## config.mk

```make
export PLATFORM = sky130hd
export DESIGN_NAME = gdn_lane
export DESIGN_NICKNAME = d
export VERILOG_FILES = /design/src/rtl/gamepad_deadzone_normalizer_unit_macros.svh /design/src/rtl/gdn_pkg.sv /design/src/rtl/gdn_lane.sv
export SDC_FILE = /design/constraint.sdc
export NUM_CORES = 1
export LEC_CHECK = 0
export CAP_MARGIN = 10
export CORE_AREA = 2 2 230 232
export DETAILED_ROUTE_END_ITERATION = 8
export DIE_AREA = 0 0 232 234
export DONT_BUFFER_PORTS = 1
export PLACE_DENSITY = 0.77
export SKIP_LAST_GASP = 1
export SYNTH_ARGS = -nofsm -noshare
export SYNTH_HDL_FRONTEND = slang
export SYNTH_SLANG_ARGS = --single-unit
```

## constraint.sdc

```tcl
create_clock -name clk_i -period 6 [get_ports clk_i]
set_clock_uncertainty 0.05 [all_clocks]
set_input_delay 1.8 -clock clk_i [delete_from_list [all_inputs] [get_ports clk_i]]
set_output_delay 1.8 -clock clk_i [all_outputs]
set_load 0.05 [all_outputs]
```

## src/rtl/gamepad_deadzone_normalizer_unit_macros.svh

```systemverilog
// assertion macros for the gamepad dead-zone normalizer
// used by the top level only; expects clk_i and rst_ni in scope

`ifndef GAMEPAD_DEADZONE_NORMALIZER_UNIT_MACROS_SVH
`define GAMEPAD_DEADZONE_NORMALIZER_UNIT_MACROS_SVH

// same-cycle implication, quiet during reset
`define GDN_ASSERT_NOW(lbl, ante, cons, msg) \
  lbl: assert property (@(posedge clk_i) disable iff (!rst_ni) (ante) |-> (cons)) \
    else $error(msg);

// next-cycle implication, quiet during reset
`define GDN_ASSERT_NEXT(lbl, ante, cons, msg) \
  lbl: assert property (@(posedge clk_i) disable iff (!rst_ni) (ante) |=> (cons)) \
    else $error(msg);

`endif

```

## src/rtl/gdn_pkg.sv

```systemverilog
// shared types, constants and helpers of the gamepad dead-zone normalizer
// no dependencies; used by the interfaces, the lane and the top level
`timescale 1ns / 1ps

package gdn_pkg;

  // controller slots that count as real pads
  localparam int unsigned PAD_COUNT = 4;

  // full-scale values and dead-zone limits
  localparam logic [14:0] STICK_FULL   = 15'h7FFF;
  localparam logic [7:0]  TRIG_FULL    = 8'hFF;
  localparam logic [14:0] STICK_DZ_MAX = STICK_FULL - 15'd1;
  localparam logic [7:0]  TRIG_DZ_MAX  = TRIG_FULL - 8'd1;

  // dead-zone reset values
  localparam logic [14:0] LEFT_DZ_RST  = 15'd7849;
  localparam logic [14:0] RIGHT_DZ_RST = 15'd8689;
  localparam logic [7:0]  TRIG_DZ_RST  = 8'd30;

  // pipeline layout: input reg, magnitude, offset, numerator, divider steps, sign
  localparam int unsigned DIV_STEPS  = 15;
  localparam int unsigned DIV_FIRST  = 4;
  localparam int unsigned DIV_LAST   = DIV_FIRST + DIV_STEPS - 1;
  localparam int unsigned LAST_STAGE = DIV_LAST + 1;
  localparam int unsigned NUM_STAGES = LAST_STAGE + 1;

  // configuration port
  localparam int unsigned CFG_IDX_W  = 2;
  localparam int unsigned CFG_DATA_W = 15;

  typedef enum logic [CFG_IDX_W-1:0] {
    CFG_LEFT_STICK  = 2'd0,
    CFG_RIGHT_STICK = 2'd1,
    CFG_TRIGGER     = 2'd2
  } gdn_cfg_idx_e;

  typedef struct packed {
    logic [1:0]         pad_number;
    logic               present;
    logic signed [15:0] left_x_raw;
    logic signed [15:0] left_y_raw;
    logic signed [15:0] right_x_raw;
    logic signed [15:0] right_y_raw;
    logic [7:0]         left_trigger_raw;
    logic [7:0]         right_trigger_raw;
    logic [15:0]        button_bits;
  } gdn_in_t;

  typedef struct packed {
    logic [1:0]         pad_out;
    logic               present_out;
    logic signed [15:0] left_x_norm;
    logic signed [15:0] left_y_norm;
    logic signed [15:0] right_x_norm;
    logic signed [15:0] right_y_norm;
    logic [14:0]        left_trigger_norm;
    logic [14:0]        right_trigger_norm;
    logic [15:0]        buttons_out;
  } gdn_out_t;

  // dead zone and the matching divisor (full scale minus dead zone)
  typedef struct packed {
    logic [14:0] dz;
    logic [14:0] den;
  } gdn_dz_t;

  // fields that ride along the pipeline next to the lanes
  typedef struct packed {
    logic [1:0]  pad;
    logic        live;
    logic [15:0] buttons;
  } gdn_sb_t;

  function automatic logic [14:0] stick_dz_clamp(logic [14:0] v);
    return (v > STICK_DZ_MAX) ? STICK_DZ_MAX : v;
  endfunction

  function automatic logic [7:0] trig_dz_clamp(logic [7:0] v);
    return (v > TRIG_DZ_MAX) ? TRIG_DZ_MAX : v;
  endfunction

endpackage

```

## src/rtl/gdn_lane.sv

```systemverilog
// one axis lane: magnitude, dead-zone offset, Q15 scale and a pipelined
// restoring divider, one quotient bit per stage; depends on gdn_pkg
`timescale 1ns / 1ps

module gdn_lane (
  input  logic                                 clk_i,
  input  logic [gdn_pkg::LAST_STAGE:1]         en_i,
  input  logic                                 signed_i,
  input  logic [15:0]                          raw_i,
  input  gdn_pkg::gdn_dz_t                     cfg_i,
  output logic [15:0]                          res_o
);
  import gdn_pkg::*;

  logic [15:0] mag_d, mag_q;
  logic        neg_q [1:DIV_LAST];
  logic [16:0] diff;
  logic        dead;
  logic [14:0] n_d, n_q;
  logic [29:0] num_q;
  logic [14:0] rem_q [DIV_FIRST:DIV_LAST];
  logic [14:0] acc_q [DIV_FIRST:DIV_LAST];
  logic [15:0] res_q;

  // stage 1: magnitude and sign
  assign mag_d = (signed_i && raw_i[15]) ? 16'(~raw_i + 16'd1) : raw_i;

  always_ff @(posedge clk_i) begin
    if (en_i[1]) begin
      mag_q    <= mag_d;
      neg_q[1] <= signed_i & raw_i[15];
    end
  end

  // stage 2: distance past the dead zone, capped at the divisor
  assign diff = {1'b0, mag_q} - {2'b00, cfg_i.dz};
  assign dead = (mag_q <= {1'b0, cfg_i.dz});
  always_comb begin
    if (dead) begin
      n_d = '0;
    end else if (diff[15:0] > {1'b0, cfg_i.den}) begin
      n_d = cfg_i.den;
    end else begin
      n_d = diff[14:0];
    end
  end

  always_ff @(posedge clk_i) begin
    if (en_i[2]) begin
      n_q <= n_d;
    end
  end

  // stage 3: numerator n * 32767 as (n << 15) - n
  always_ff @(posedge clk_i) begin
    if (en_i[3]) begin
      num_q <= {n_q, 15'd0} - {15'd0, n_q};
    end
  end

  // sign bit rides along to the final stage
  for (genvar k = 2; k <= DIV_LAST; k++) begin : g_neg
    always_ff @(posedge clk_i) begin
      if (en_i[k]) begin
        neg_q[k] <= neg_q[k-1];
      end
    end
  end

  // divider steps: remainder stays below the divisor, quotient shifts in
  for (genvar k = DIV_FIRST; k <= DIV_LAST; k++) begin : g_div
    logic [14:0] rem_in, acc_in;
    logic [15:0] trial;
    logic        ge;

    if (k == DIV_FIRST) begin : g_head
      assign rem_in = num_q[29:15];
      assign acc_in = num_q[14:0];
    end else begin : g_body
      assign rem_in = rem_q[k-1];
      assign acc_in = acc_q[k-1];
    end

    assign trial = {rem_in, acc_in[14]};
    assign ge    = (trial >= {1'b0, cfg_i.den});

    always_ff @(posedge clk_i) begin
      if (en_i[k]) begin
        rem_q[k] <= ge ? 15'(trial - {1'b0, cfg_i.den}) : trial[14:0];
        acc_q[k] <= {acc_in[13:0], ge};
      end
    end
  end

  // final stage: restore the sign, rounding toward zero
  always_ff @(posedge clk_i) begin
    if (en_i[LAST_STAGE]) begin
      res_q <= neg_q[DIV_LAST] ? 16'(~{1'b0, acc_q[DIV_LAST]} + 16'd1)
                               : {1'b0, acc_q[DIV_LAST]};
    end
  end

  assign res_o = res_q;

endmodule

```

Yosys cells after proc, flatten, opt, wreduce, memory -nomap -nowiden --
Memories as Yosys holds them, arrays and structs flattened. Index checks and enable logic that the tools add are counted.
Operators by class: add/sub/neg operators 19, reductions and logical operators 1, mux-type cells 54, magnitude comparators 17, bitwise gates (word level) 3
Operator list (number):
- two-way mux 15 bit | 17
- >= comparator 16 x 15 -> 1 bit | 15
- subtractor 15 bit | 15
- two-way mux 1 bit | 36
- adder 16 x 1 -> 16 bit, second input constant | 2
- subtractor 30 x 15 -> 30 bit | 1
- greater-than comparator 16 x 15 -> 1 bit | 1
- less-or-equal comparator 16 x 15 -> 1 bit | 1
- two-way mux 16 bit | 1
- NOT 15 -> 16 bit | 1
- NOT 16 bit | 1
- subtractor 16 x 15 -> 16 bit | 1
- AND 1 bit | 1
- logical AND 1 bit | 1
Storage, ports and cells: logic and storage cells 102, memory bits (writable) 468, register bits after elaboration 77, memories 3, output and inout bits 16
Memories:
- acc_q | depth 15, width 15, rd ports 15, clocked after memory_dff 0, wr ports 15, RTL line gdn_lane.sv:22 | logic [14:0] acc_q [DIV_FIRST:DIV_LAST];
- rem_q | depth 15, width 15, rd ports 14, clocked after memory_dff 0, wr ports 15, RTL line gdn_lane.sv:21 | logic [14:0] rem_q [DIV_FIRST:DIV_LAST];
- neg_q | depth 18, width 1, rd ports 18, clocked after memory_dff 0, wr ports 18, RTL line gdn_lane.sv:16 | logic neg_q [1:DIV_LAST];

Logic depth before layout (Yosys ltp) --
depth in word-level cells 3, gate-level depth with buffers 20, gate-level depth less buffers 18

Worst setup path before layout --
OpenSTA, ideal clock, no wires.
path kind in2reg, start point input port cfg_i[15] (netlist name), end point register n_q[0], data pin, setup time 0.254 ns, arrival 5.450 ns, data required time 5.696 ns, path slack 0.246 ns, stages on the path 19, path through ha_1 inv_1 fa_1 a21o_1 a221oi_2 o21ai_2 or4_4 a31oi_4 o211ai_2 ha_1 and4_1 nand4_1 or3_1 o31ai_1 o311a_1 buf_4 buf_6 mux2i_1 nor2_1
Between the ends: longest elaborated chain between the ends 3
Ends and longest elaborated chain:
- from (decl) | RTL line gdn_lane.sv:10 | input gdn_pkg::gdn_dz_t cfg_i,
- subtractor 16 x 15 -> 16 bit | RTL line gdn_lane.sv:36 | assign diff = {1'b0, mag_q} - {2'b00, cfg_i.dz};
- greater-than comparator 16 x 15 -> 1 bit | RTL line gdn_lane.sv:41 | end else if (diff[15:0] > {1'b0, cfg_i.den}) begin
- two-way mux 15 bit | RTL line gdn_lane.sv:41
- to (signal assigned) | RTL line gdn_lane.sv:50 | n_q <= n_d;
- to (decl) | RTL line gdn_lane.sv:19 | logic [14:0] n_d, n_q;
Several ways; a longest one is shown, not always the timed one. A chain may end at the register's enable or synchronous reset.

Worst setup path after layout --
start point input port cfg_i[15] (netlist name), end point register n_q[3], data pin
Same word-level chain as after synthesis.

==> impl_summary.md <==
CTS
The clock tree synthesis step divided the H-tree into 2 levels. For the worst-skew pair, the clock arrives at the later sink with an insertion delay of roughly 0.61 ns. The number of hold-repair buffers added at the cts stage is 0. The clock passes through at most 3 buffers.

The clock root buffer master is sky130_fd_sc_hd__clkbuf_16. The CTS sink count is 530. Post-CTS timing repair inserted 0 buffers for setup. In this run, CTS created clock tree buffers numbering 56. TritonCTS built the clock tree. Gates resized during post-CTS repair numbered 0.

Clock-pin slew was measured on the worst setup and hold paths at roughly 0.060 ns.

Worst setup path
The critical path startpoint is cfg_i[15]. At the worst endpoint, the arrival time is 5.71 ns. The highest net fanout along the worst path is 15.

In this run the register-to-register setup slack is approximately 1.3 ns. STA classifies the critical path endpoint as a flop. The critical-path cell with the highest stage delay is sky130_fd_sc_hd__or4_4.

The worst setup path is of the in -> reg kind. In this design, the critical path's most frequently occurring cell is sky130_fd_sc_hd__ha_1. The worst path required time is ~6.3 ns. The worst register-to-register path begins at mag_q[0]. The signal on the critical path passes through ha_1 > inv_1 > fa_1 > a21o_1 > a221oi_2 > o21ai_2 > or4_4 > a31oi_4 > o211ai_2 > ha_1 > and4_1 > nand4_1 > or3_1 > o31ai_1 > o311a_1 > buf_12 > mux2i_1 > nor2_1. In this run the critical register-to-register path is captured at n_q[3]. The startpoint kind of the worst setup timing path is an input pin.

The depth of the worst register-to-register path is 19. For this run, the slowest stage of the critical path takes 0.45 ns.

Floorplanning
The die height is 234 um. Row generation in the floorplan step produced 84 rows. For this configuration, the core starts out at a cell density of about three fifths. The full die area is approximately 54,000 sq um. The total I/O pin count is a little over 80. The core region is 52,000 sq um. The die span in x is ~230 um.

Detailed routing
The number of vias per cell is 6.12. The average detailed-routed wire length per instance is between 20 and 25 um. For this block, the initial DRC count from the detailed router was between 1,000 and 1,500. The antenna violation net count after detailed routing is 0. For this run, design rule violations remaining after detail routing come to 0. The final layout contains routed wiring with a total length of roughly 67,000 um.

The count of vias placed by the detailed router is approximately 20,000. The number of search-and-repair iterations in the first detailed-routing pass is 9.

Timing
The final-report hold violation count came to 0. The count of endpoints failing setup in the final report is 0. Setup repair after global routing left no endpoint under its margin. In the finished design, the share of the clock period the worst path needs comes to approximately nine tenths. For the pin with the worst max-slew slack, the measured transition is between 1 and 1.5 ns.

The highest attainable clock frequency is roughly 0.18 GHz. The final count of pins violating max slew came to 0. The final critical delay including setup and external delays is 5.42 ns. The relative slew slack is 31.1%.

The post-route worst hold slack is approximately 0.36 ns. The summed negative setup slack over all endpoints is 0 ns.

Power and ir drop
Dividing total power by cell area gives a power density of 505 nW/um^2. The final total power is about 17 mW. The total leakage power is 12.9 nW. The worst-case IR drop observed on VDD is around 0.27 mV.

Synth
The average footprint of a synthesized cell is between 10 and 15 sq um. The mapped netlist covers about 30,000 sq um. The net count after synthesis is between 2,000 and 3,000. In the post-synthesis netlist, the biggest area contributors are sky130_fd_sc_hd__edfxtp_1 (53%), sky130_fd_sc_hd__ha_1 (11%), sky130_fd_sc_hd__mux2_2 (4.9%). After synthesis, the largest area contributor takes up 52.6% of total cell area. Sorting the synthesized cells by how often they occur yields sky130_fd_sc_hd__edfxtp_1 (530), sky130_fd_sc_hd__ha_1 (258), sky130_fd_sc_hd__a21oi_1 (196). The most frequently used flop master after synthesis is sky130_fd_sc_hd__edfxtp_1. The post-synthesis instance total is roughly 2,400.

The proportion of register bits with asynchronous set or reset after synthesis is 0%. The number of synthesized flops with an enable pin is 530. The cell with the most instances after synthesis is sky130_fd_sc_hd__edfxtp_1.

The synthesized design spends more area on one cell type than any other, namely sky130_fd_sc_hd__edfxtp_1. The sequential fraction of the synthesis area is between 50 and 60%. After synthesis the netlist holds a flip-flop and latch count of 530. Yosys printed 0 warnings.

In this run, distinct cell masters in the synthesized netlist total 74.

GRT
The first global-routing pass estimated 106,000 um of wire. The total overflow left after global routing is 0. The via count of the first global-routing pass came to around 20,000. The total routing usage reported by global routing is about a quarter. The pin count of the biggest net entering global routing is 32. The initial antenna violation count is 0.

Placement
The HPWL after detailed placement is 48,900 um. The number of buffer cells added on primary ports is 0. The routability congestion estimate from global placement is 0.900.

Min path
Along the worst hold path, the cell count comes to 0. The path class of the lowest-slack min-delay path is reg -> reg. The worst hold path terminates at acc_q[0][267]. The startpoint of the tightest hold check path is acc_q[0][251].

Cells and area
The net count of the finished layout is 2,842. The utilization after layout is a little under two thirds. The layout overhead on the synthesized area is 9.23%. The share of post-route cells with drive strength above 1 is around an eighth.

Run status
The flow ran to the end, and the final reports show no timing, DRC or antenna violations.

Run
The number of max-cap violations is 0.
[report_power, final]
group | internal (mW) | switching (mW)
combinational | 3.36 | 3.65
clock | 2.16 | 1.45
sequential | 5.50 | 0.588
[metal layers]
metal / track usage [%] / part of all wire, % / vias up / wire, um
met1: 30.6 / 41 / 9639 / 27500
met5: 0 / 0 / - / 0
met3: 3.76 / 5.5 / 140 / 3660
met2: 44.4 / 50 / 592 / 33500
li1: - / - / 9434 / -
met4: 9.56 / 3.4 / 0 / 2310
[worst max-delay path by stage]
stage	to	cells after the start
floorplan	n_q[0]	19
global placement	n_q[13]	18
detailed placement	n_q[3]	18
CTS	n_q[3]	18
global route	n_q[3]	18
finish	n_q[3]	18
[critical path: cells and delay by family]
kind / cells / cell delay [ns]
mux: 1 / 0.22
simple gates: 5 / 1.21
buf+inv: 2 / 0.23
compound gates: 7 / 1.35
fa+ha+maj: 3 / 0.87
[stage by stage]
step / std cells / cell area [sq um] / setup slack (ns)
final: 3234 / 33100 / 0.577
after global routing: 3233 / 33100 / 0.398
after CTS: 3233 / 33100 / 0.604
after detailed placement: 3132 / 31200 / -0.0443
after global placement: 3132 / 31200 / 0.139
after floorplan: 2443 / 30300 / 0.246
[final cells by class]
class / instances / area [sq um]
Clock inverter: 37 / 455
Multi-Input combinational cell: 1756 / 13700
Tap cell: 688 / 861
Antenna cell: 1 / 2.50
Timing Repair Buffer: 24 / 193
Sequential cell: 530 / 15900
Clock buffer: 64 / 1450
Fill cell: 3763 / 18900
Inverter: 134 / 503
[kinds of logic (layout without fill, tap and decap cells)]
| group | Yosys count | after routing | synth area share (%) |
|---|---|---|---|
| AOI/OAI and AO/OA | 529 | 529 | 11.6 |
| muxes | 179 | 179 | 6.47 |
| xor gates and xnor gates | 189 | 189 | 5.47 |
| adders and majority gates | 273 | 273 | 11.7 |
| buffers and inverters | 157 | 259 | 2.21 |
| and+or+nand+nor | 586 | 586 | 10.0 |
| other | 0 | 1 | 0 |
| DFF | 530 | 530 | 52.6 |
[state kept, by name, summed over array words and instances (netlist names)]
name,cells
acc_q,225
mag_q,16
n_q,15
neg_q,18
num_q,30
rem_q,210
res_o,16
[cell usage in the layout, fill, tap and decap left out, drive strengths merged, types with 9 or more instances in the layout]
master and n:
a211oi 9, a21o 74, a21oi 196, a221oi 10, a2bb2oi 9, a31oi 13
and3 9, and4 16, buf 24, bufinv 10, clkbuf 64, clkinv 22
edfxtp 530, fa 15, ha 258, inv 137, mux2 133, mux2i 46
nand2 101, nand2b 53, nand3 62, nand4 23, nor2 129, nor2b 29
nor3 65, nor4 24, o211ai 18, o21a 31, o21ai 97, o311a 10
o31a 10, o31ai 12, or2 28, or3 19, or4 12, xnor2 134
xor2 55
No activity file was read; power rests on OpenSTA's default activity.
